--- src/design/ccm_pkg.sv ---
// ----------------------------------------------------------------------------
// ccm_pkg: shared types and constants of the color matrix block
// Holds the coefficient and matrix types, register indexes, selector codes
// and the fixed target matrices in unsigned Q.18.
// ----------------------------------------------------------------------------
package ccm_pkg;

	// fraction bits of the combined matrix
	localparam int MAT_FRAC = 18;
	localparam int MAT_W    = 24;

	typedef logic signed [15:0]      coef_t;
	typedef logic signed [MAT_W-1:0] ment_t;
	typedef logic [2:0][15:0]        cam_row_t;   // column c in [c]
	typedef ment_t [8:0]             mat_t;       // row major

	// matrix and recompute status handed to the pixel datapath
	typedef struct packed {
		logic busy;
		mat_t mat;
	} mat_status_t;

	localparam ment_t MAT_ONE = ment_t'(1 << MAT_FRAC);
	localparam logic signed [37:0] MAT_MAX = 38'sd8388607;
	localparam logic signed [37:0] MAT_MIN = -38'sd8388608;

	// camera coefficient 1.0 in Q3.12
	localparam logic [15:0] CAM_ONE = 16'd4096;

	// register indexes
	localparam logic [2:0] REG_CAM_ROW0    = 3'd0;
	localparam logic [2:0] REG_CAM_ROW1    = 3'd1;
	localparam logic [2:0] REG_CAM_ROW2    = 3'd2;
	localparam logic [2:0] REG_COLOR_SPACE = 3'd3;

	// color space selector codes
	localparam logic [2:0] CS_BYPASS   = 3'd0;
	localparam logic [2:0] CS_IDENTITY = 3'd1;
	localparam logic [2:0] CS_XYZ      = 3'd5;

	// target matrices: identity, Adobe, wide gamut, ProPhoto, XYZ
	localparam logic [18:0] TARGET_TAB [5][3][3] = '{
		'{'{19'd262144, 19'd0,      19'd0},
		  '{19'd0,      19'd262144, 19'd0},
		  '{19'd0,      19'd0,      19'd262144}},
		'{'{19'd187471, 19'd74673,  19'd0},
		  '{19'd0,      19'd262144, 19'd0},
		  '{19'd0,      19'd10791,  19'd251354}},
		'{'{19'd155474, 19'd106092, 19'd578},
		  '{19'd25012,  19'd221026, 19'd16106},
		  '{19'd3046,   19'd18112,  19'd240986}},
		'{'{19'd138757, 19'd86532,  19'd36854},
		  '{19'd25787,  19'd228974, 19'd7384},
		  '{19'd4425,   19'd30845,  19'd226874}},
		'{'{19'd108122, 19'd93737,  19'd47297},
		  '{19'd55750,  19'd187475, 19'd18919},
		  '{19'd5068,   19'd31246,  19'd249096}}
	};

endpackage

--- src/design/ccm_matrix_calc.sv ---
// ----------------------------------------------------------------------------
// ccm_matrix_calc: configuration registers and combined matrix sequencer
// Holds the camera matrix and selector, and after each write to index 0..3
// forms all nine entries of target * camera (or identity) one per cycle.
// ----------------------------------------------------------------------------
module ccm_matrix_calc import ccm_pkg::*; #(
	parameter int COEF_FRAC_BITS = 12
) (
	input  logic        clk,
	input  logic        arst_n,
	input  logic        cfg_we,
	input  logic [2:0]  cfg_addr,
	input  logic [47:0] cfg_wdata,
	output mat_status_t status
);

	cam_row_t   cam_q [3];
	logic [2:0] cs_q;
	mat_t       mat_q;
	logic       busy_q;
	logic [3:0] idx_q;
	logic [1:0] row_q;
	logic [1:0] col_q;

	logic               cs_valid;
	logic [2:0]         tsel;
	logic [18:0]        t [3];
	coef_t              c [3];
	logic signed [35:0] p [3];
	logic signed [37:0] acc;
	logic signed [37:0] shifted;
	ment_t              ent;

	// entry (row, col): target row dot camera column, else identity (bypass)
	always_comb begin
		cs_valid = (cs_q >= CS_IDENTITY) && (cs_q <= CS_XYZ);
		tsel     = cs_valid ? (cs_q - CS_IDENTITY) : 3'd0;
		for (int k = 0; k < 3; k++) begin
			t[k] = TARGET_TAB[tsel][row_q][k];
			c[k] = coef_t'(cam_q[k][col_q]);
			p[k] = $signed({1'b0, t[k]}) * c[k];
		end
		acc     = 38'(p[0]) + 38'(p[1]) + 38'(p[2]);
		shifted = acc >>> COEF_FRAC_BITS;
		if (!cs_valid) begin
			ent = (row_q == col_q) ? MAT_ONE : '0;
		end else if (shifted > MAT_MAX) begin
			ent = ment_t'(MAT_MAX);
		end else if (shifted < MAT_MIN) begin
			ent = ment_t'(MAT_MIN);
		end else begin
			ent = shifted[MAT_W-1:0];
		end
	end

	// take register writes, restart the sweep, step one entry a cycle
	always_ff @(posedge clk or negedge arst_n) begin
		if (!arst_n) begin
			cam_q[0] <= {16'd0, 16'd0, CAM_ONE};
			cam_q[1] <= {16'd0, CAM_ONE, 16'd0};
			cam_q[2] <= {CAM_ONE, 16'd0, 16'd0};
			cs_q     <= CS_BYPASS;
			for (int i = 0; i < 9; i++) begin
				mat_q[i] <= (i % 4 == 0) ? MAT_ONE : '0;
			end
			busy_q <= 1'b0;
			idx_q  <= '0;
			row_q  <= '0;
			col_q  <= '0;
		end else if (cfg_we && cfg_addr <= REG_COLOR_SPACE) begin
			unique case (cfg_addr)
				REG_CAM_ROW0, REG_CAM_ROW1, REG_CAM_ROW2: cam_q[cfg_addr[1:0]] <= cfg_wdata;
				default: cs_q <= cfg_wdata[2:0];
			endcase
			busy_q <= 1'b1;
			idx_q  <= '0;
			row_q  <= '0;
			col_q  <= '0;
		end else if (busy_q) begin
			mat_q[idx_q] <= ent;
			idx_q        <= idx_q + 4'd1;
			if (col_q == 2'd2) begin
				col_q <= '0;
				row_q <= row_q + 2'd1;
			end else begin
				col_q <= col_q + 2'd1;
			end
			if (idx_q == 4'd8) begin
				busy_q <= 1'b0;
			end
		end
	end

	assign status.busy = busy_q;
	assign status.mat  = mat_q;

	// sweep stays within the nine entries
	a_idx_range: assert property (@(posedge clk) disable iff (!arst_n)
		busy_q |-> idx_q <= 4'd8)
		else $error("matrix sweep index out of range");

	// a known register write always starts a sweep
	a_write_starts: assert property (@(posedge clk) disable iff (!arst_n)
		cfg_we && cfg_addr <= REG_COLOR_SPACE |=> busy_q && idx_q == 4'd0)
		else $error("register write did not restart the sweep");

	// row and column track the flat index
	a_row_col: assert property (@(posedge clk) disable iff (!arst_n)
		busy_q |-> idx_q == 4'(row_q) * 4'd3 + 4'(col_q))
		else $error("row and column out of step with index");

endmodule

--- config.mk ---
export PLATFORM = sky130hd
export DESIGN_NAME = ccm_matrix_calc
export DESIGN_NICKNAME = d
export VERILOG_FILES = /design/src/design/ccm_pkg.sv /design/src/design/ccm_matrix_calc.sv
export SDC_FILE = /design/constraint.sdc
export NUM_CORES = 2
export LEC_CHECK = 0
export BUFFER_PORTS_ARGS = -buffer_cell sky130_fd_sc_hd__buf_2
export CAP_MARGIN = 15
export CORE_MARGIN = 2
export CORE_UTILIZATION = 30
export CTS_BUF_LIST = sky130_fd_sc_hd__clkbuf_4
export DETAILED_ROUTE_END_ITERATION = 16
export SLEW_MARGIN = 20
export SYNTH_ARGS = -nofsm -noshare
export SYNTH_HDL_FRONTEND = slang
export SYNTH_SLANG_ARGS = --single-unit
--- constraint.sdc ---
create_clock -name clk -period 11.93 [get_ports clk]
set_clock_uncertainty 0.2 [all_clocks]
set_input_delay 1.193 -clock clk [delete_from_list [all_inputs] [get_ports clk]]
set_output_delay 1.193 -clock clk [all_outputs]
set_load 0.01 [all_outputs]
## Word-level counts from Yosys, hierarchy flattened

Memories as Yosys holds them, arrays and structs flattened.
Index checks and enable logic that the tools add are counted.

| storage, ports and cells | value |
|---|---|
| bits in read-only memories | 1,368 |
| input port bits | 54 |
| bits in registers | 372 |
| memories | 1 |
| output and inout bits | 217 |
| logic and storage cells | 100 |

| operators by class | value |
|---|---|
| eq/ne operators | 5 |
| bitwise gates (word level) | 5 |
| add/sub/neg operators | 6 |
| reduce and logical (&&, ||, !) cells | 12 |
| multipliers | 3 |
| mux-type cells | 33 |
| $lt $le $gt $ge | 12 |

Memory list:

| memory | depth | bits a word | read ports | clocked after memory_dff | write ports | RTL line | RTL |
|---|---|---|---|---|---|---|---|
| (name not given) | 8 | 171 | 1 | 0 | 0 | ccm_matrix_calc.sv:39 | `t[k] = TARGET_TAB[tsel][row_q][k];` |

Operators with widths:

| cell | number |
|---|---|
| two-way mux 171 bit | 2 |
| bitwise mux 216 bit | 1 |
| bitwise mux 144 bit | 1 |
| binary-select mux 57 bit (select 2 bit) | 1 |
| two-way mux 57 bit | 2 |
| multiplier 20 x 16 -> 36 bit | 3 |
| binary-select mux 16 bit (select 2 bit) | 3 |
| demux 24 bit (select 4 bit) | 1 |
| demux 48 bit (select 2 bit) | 1 |
| two-way mux 24 bit | 4 |
| two-way mux 16 bit | 3 |
| two-way mux 48 bit | 1 |
| adder 37 x 36 -> 38 bit | 1 |
| adder 36 x 36 -> 37 bit | 1 |
| > comparator 26 x 24 -> 1 bit, second input constant | 1 |
| less-than comparator 26 x 24 -> 1 bit, second input constant | 1 |
| two-way mux 19 bit | 1 |
| two-way mux 2 bit | 6 |
| two-way mux 4 bit | 2 |
| AND reduction 2 bit | 4 |
| >= comparator 3 bit, second input constant | 2 |
| inverter 2 -> 3 bit | 2 |
| less-than comparator 4 x 5 -> 1 bit, second input constant | 1 |
| adder 2 x 1 -> 2 bit, second input constant | 2 |
| 22 further kinds | 29 |

## Depth between registers and ports, before layout

| logic depth | value |
|---|---|
| word-level depth | 18 |
| mapped depth | 47 |
| depth with buffers taken out | 40 |

## Worst setup path after synthesis

No wires, ideal clock.

| path | value |
|---|---|
| path kind | register -> register |
| start | register cs_q[1] |
| end | register mat_q, in the netlist status[138] |
| setup time | 0.126 ns |
| path slack | 1.419 ns |
| period minus slack after synthesis | 10.511 ns |
| path buffers | 6 |
| data required time | 11.604 ns |
| stages on the path, launching flop included | 42 |
| data arrival time | 10.185 ns |
| cells stage by stage | dfrtp_1 > inv_1 > ha_1 > or2_1 > clkbuf_1 > nand2b_1 > clkbuf_1 > inv_1 > ha_1 > clkbuf_1 > inv_1 > a221o_1 > o21ai_0 > a21oi_1 > clkbuf_1 > nor2_1 > fa_1 > fa_1 > [6 not listed] > fa_1 > fa_1 > inv_1 > fa_1 > inv_1 > ha_1 > clkbuf_1 > a21oi_1 > a21boi_0 > a311oi_1 > a21o_1 > nand2_1 > o211a_1 > o211a_4 > o31a_1 > nand2b_1 > buf_2 > a221o_1 |

| on the way | value |
|---|---|
| longest elaborated chain between the ends | 18 |
| elaborated cells between the ends (all ways) | 23 |
| classes of those cells | 3 x add/sub; 3 x mul; 4 x order compare; 10 x mux; 1 x bitwise; 1 x reduce/logical; 1 x memory |

RTL lines:

| element | RTL line | RTL |
|---|---|---|
| start: declaration | ccm_matrix_calc.sv:18 | `logic [2:0] cs_q;` |
| start signal: assignment | ccm_matrix_calc.sv:73 | `default: cs_q <= cfg_wdata[2:0];` |
| >= comparator 3 x 1 -> 1 bit or less-or-equal comparator 3 bit (tied branches) | ccm_matrix_calc.sv:36 | `cs_valid = (cs_q >= CS_IDENTITY) && (cs_q <= CS_XYZ);` |
| logical AND 1 bit | ccm_matrix_calc.sv:36 |  |
| two-way mux 3 bit | ccm_matrix_calc.sv:37 | `tsel = cs_valid ? (cs_q - CS_IDENTITY) : 3'd0;` |
| inverter 3 -> 4 bit (implied by the code) | ccm_matrix_calc.sv:39 |  |
| memory (8 x 171 bit) | n/a |  |
| two-way mux 171 bit (implied by the code) (2 in a row) | ccm_matrix_calc.sv:39 |  |
| binary-select mux 57 bit (select 2 bit) | ccm_matrix_calc.sv:39 |  |
| two-way mux 57 bit (implied by the code) (2 in a row) | ccm_matrix_calc.sv:39 |  |
| multiplier 20 x 16 -> 36 bit | ccm_matrix_calc.sv:41 | `p[k] = $signed({1'b0, t[k]}) * c[k];` |
| adder 36 x 36 -> 37 bit | ccm_matrix_calc.sv:43 | `acc = 38'(p[0]) + 38'(p[1]) + 38'(p[2]);` |
| adder 37 x 36 -> 38 bit | ccm_matrix_calc.sv:43 |  |
| less-than comparator 26 x 24 -> 1 bit | ccm_matrix_calc.sv:49 | `end else if (shifted < MAT_MIN) begin` |
| two-way mux 24 bit | ccm_matrix_calc.sv:49 |  |
| two-way mux 24 bit | ccm_matrix_calc.sv:47 | `end else if (shifted > MAT_MAX) begin` |
| two-way mux 24 bit * | ccm_matrix_calc.sv:45 | `if (!cs_valid) begin` |
| bitwise mux 216 bit * | ccm_matrix_calc.sv:80 | `mat_q[idx_q] <= ent;` |
| end signal: indexed assignment | ccm_matrix_calc.sv:64 | `mat_q[i] <= (i % 4 == 0) ? MAT_ONE : '0;` |
| end signal: indexed assignment | ccm_matrix_calc.sv:80 |  |
| end: declaration | ccm_matrix_calc.sv:19 | `mat_t mat_q;` |

Mark *: on every way between the ends. The rest lies on a longest branch, timed or not. The select of a mux whose other input is x is not followed.
A chain may end at the register's enable or synchronous reset.

## Worst setup path in the final report

| path | value |
|---|---|
| start | register cs_q[1] |
| end | register mat_q, in the netlist status[43] |

The elaborated chain is that of the path after synthesis.

==> flow_summary.json <==
{
  "synth_enable_flop_cells": 0,
  "cts_tree": "done",
  "cts_sinks": 372,
  "hold_viol_final": 0,
  "grt_pass1_wl_um": 242000,
  "cp_max_fo": 10,
  "antenna_found_initial": 5,
  "cts_root_buffer": "clkbuf_4",
  "portBuffers": 270,
  "period_needed_ns": 11.42,
  "drive_gt1_share_pct": 15.3,
  "fmax_ghz": 0.0875,
  "worstPathArrival_ns": 12.05,
  "rsz0062_at_grt": "false",
  "ys.flop_type": "dfrtp_1",
  "critPathSlowestCell": "a211oi_1",
  "yosys-top-cells-area": "fa_1 36%, dfrtp_1 19%, ha_1 9.0%, inv_1 8.5%, nand2_1 5.1%",
  "hold_class": "primary input to asynchronous set/reset pin",
  "required_ns": 12.56,
  "areaGrowthSynthToFinish_pct": 12.3,
  "max-cap-violations": 0,
  "hold_ws_ns": 0.127,
  "path_delay_family": "adder cells",
  "die_width_um": 400,
  "ant_nets": 0,
  "finalNetCount": 6619,
  "setup_slack_ns": 0.506,
  "clk_latency_ns": 0.98,
  "dp_slack_ns": 0.201,
  "drt-vias-per-instance": 4.88,
  "max_slew_margin_pct": 24.3,
  "endpoint_kind": "flip-flop",
  "synthesis.nets": 6287,
  "ys_ff_latch": 372,
  "rr_worst_depth": 35,
  "start_util_pct": 30.2,
  "post_synth.cell_area_avg_sq_um": 9.32,
  "multiInputGateArea_sq_um": 33100,
  "synth.top_cell.area_share_pct": 36.1,
  "final_max_slew_viol_count": 0,
  "crit_path_frequent_cell": "fa_1",
  "firstDrtPassIters": 5,
  "grt_overflow_total": 0,
  "wirelength_um": 160000,
  "ys_warn_count": 0,
  "regArea_sq_um": 9320,
  "wl_per_cell_um": 21.3,
  "grt_pass1_vias": 38500,
  "globalplace.congestion": 0.994,
  "clk_pin_slew_worst_paths_ns": 0.07,
  "fill_cells": 16200,
  "clk_path_buf_depth": 3,
  "worstMarginPinSlew_ns": 1.13,
  "dieArea_sq_um": 160000,
  "ios": 271,
  "grt_max_degree": 116,
  "cp_num_cells": 35,
  "yosysTopAreaCell": "fa_1",
  "path_buf_inv": 8,
  "via_count": 36600,
  "critical_path_class": "flip-flop to flip-flop",
  "status": "complete, no violations",
  "setup-violations-final": 0,
  "drt_iter0_drc": 2897,
  "rows": 145,
  "critPathMaxStageDelay_ns": 0.71,
  "post-dp-hpwl_um": 133000,
  "yosysSeqAreaShare_pct": 19.8,
  "holdBufCountCts": 0,
  "start_kind": "flip-flop",
  "synth.distinct_cells": 74,
  "drcViolationCount": 0,
  "core_area_sq_um": 156000,
  "syn_area_sq_um": 47000,
  "htree_levels": 3,
  "synthArstFlopShare_pct": 100,
  "setup_tns_ns": 0,
  "fin_util_pct": 33.8,
  "period_share_pct": 95.8,
  "cts_buffers": 96,
  "chipHeight_um": 400,
  "synthCells": 5047,
  "grt_usage_pct": 20.3
}
-- cells in the mapped netlist (7+ instances only) --
cell type / count
inv_1: 1065
fa_1: 849
nand2_1: 643
nor2_1: 620
dfrtp_1: 366
ha_1: 337
o21ai_0: 199
clkbuf_1: 170
mux2_2: 147
a21oi_1: 107
a21o_1: 60
mux2i_1: 50
nand3_1: 29
o21ai_1: 25
nor3_1: 23
nand2b_1: 22
a22o_1: 20
buf_1: 19
or3_1: 19
xnor2_1: 19
and2_1: 16
nand4_1: 15
nor2b_1: 15
or2_2: 15
and3_1: 14
xor2_1: 14
o21ai_2: 13
a221o_1: 12
o21bai_1: 12
o31ai_1: 12
nor2_2: 11
o21a_1: 11
a21oi_2: 10
o22ai_1: 8
a31oi_1: 7
o22a_1: 7
-- sequential cells by signal, summed over array words and instances (netlist names) --
register / cells
cam_q: 144
row_q: 2
idx_q: 4
cs_q: 3
busy_q: 1
col_q: 2
status: 216
-- cell type report --
type	instances	area share, %
Clock buffer	145	2.06
Inverter	1066	7.58
Clock inverter	16	0.232
Multi-Input combinational cell	3413	62.7
Timing Repair Buffer	430	4.90
Sequential cell	372	17.7
Tap cell	2058	4.88
Antenna cell	5	0.0237
-- path summary, 6_finish.rpt --
path	from	end	slack, ns
max reg2reg	cs_q[1]	status[43]	0.51
min reg2reg	status[71]	status[71]	0.27
max	cs_q[1]	status[43]	0.51
min in group clk	status[71]	status[71]	0.27
max in group asynchronous	arst_n	status[13]	9.12
min	arst_n	cam_q[138]	0.13
-- through the flow --
stage | cells | instance area [sq um]
3_3_place_gp | 7337 | 51500
5_1_grt | 7505 | 52800
4_1_cts | 7498 | 52700
6_report | 7505 | 52800
2_1_floorplan | 5047 | 47000
3_5_place_dp | 7337 | 51500
-- routing by layer --
metal	global-route usage, %	wire length [um]	vias to the layer above
li1	-	-	16000
met1	25.9	65000	18800
met2	34.1	75700	1456
met3	3.76	12100	267
met4	7.94	6900	2
met5	0	12	-
-- logic make-up after synthesis --
family | synth area share [%]
AO/OA/AOI/OAI | 7.11
multiplexers | 4.58
AND/OR/NAND/NOR | 12.7
adder cells (fa/ha/maj) | 45.1
XOR/XNOR | 0.614
buffers and inverters | 10.1
other | 0.00797
flip-flops | 19.8
-- cell usage in the layout, fill, tap and decap left out, drive strengths merged, types with 17 or more instances in the layout --
| master | instances |
|---|---|
| a21o | 60 |
| a21oi | 117 |
| a22o | 20 |
| and2 | 17 |
| buf | 430 |
| clkbuf | 145 |
| dfrtp | 366 |
| fa | 849 |
| ha | 337 |
| inv | 1069 |
| mux2 | 147 |
| mux2i | 50 |
| nand2 | 644 |
| nand2b | 22 |
| nand3 | 29 |
| nor2 | 631 |
| nor3 | 23 |
| o21ai | 237 |
| or3 | 22 |
| xnor2 | 19 |
-- timing repair --
| item | in CTS | in global routing |
|---|---|---|
| resized for setup | 0 | 15 |
| setup endpoints to repair | 0 | 207 |
| buffers inserted | 0 | 1 |
Power is not shown: default switching activity piles up to over one toggle a cycle in this logic, so the estimate is an artifact.
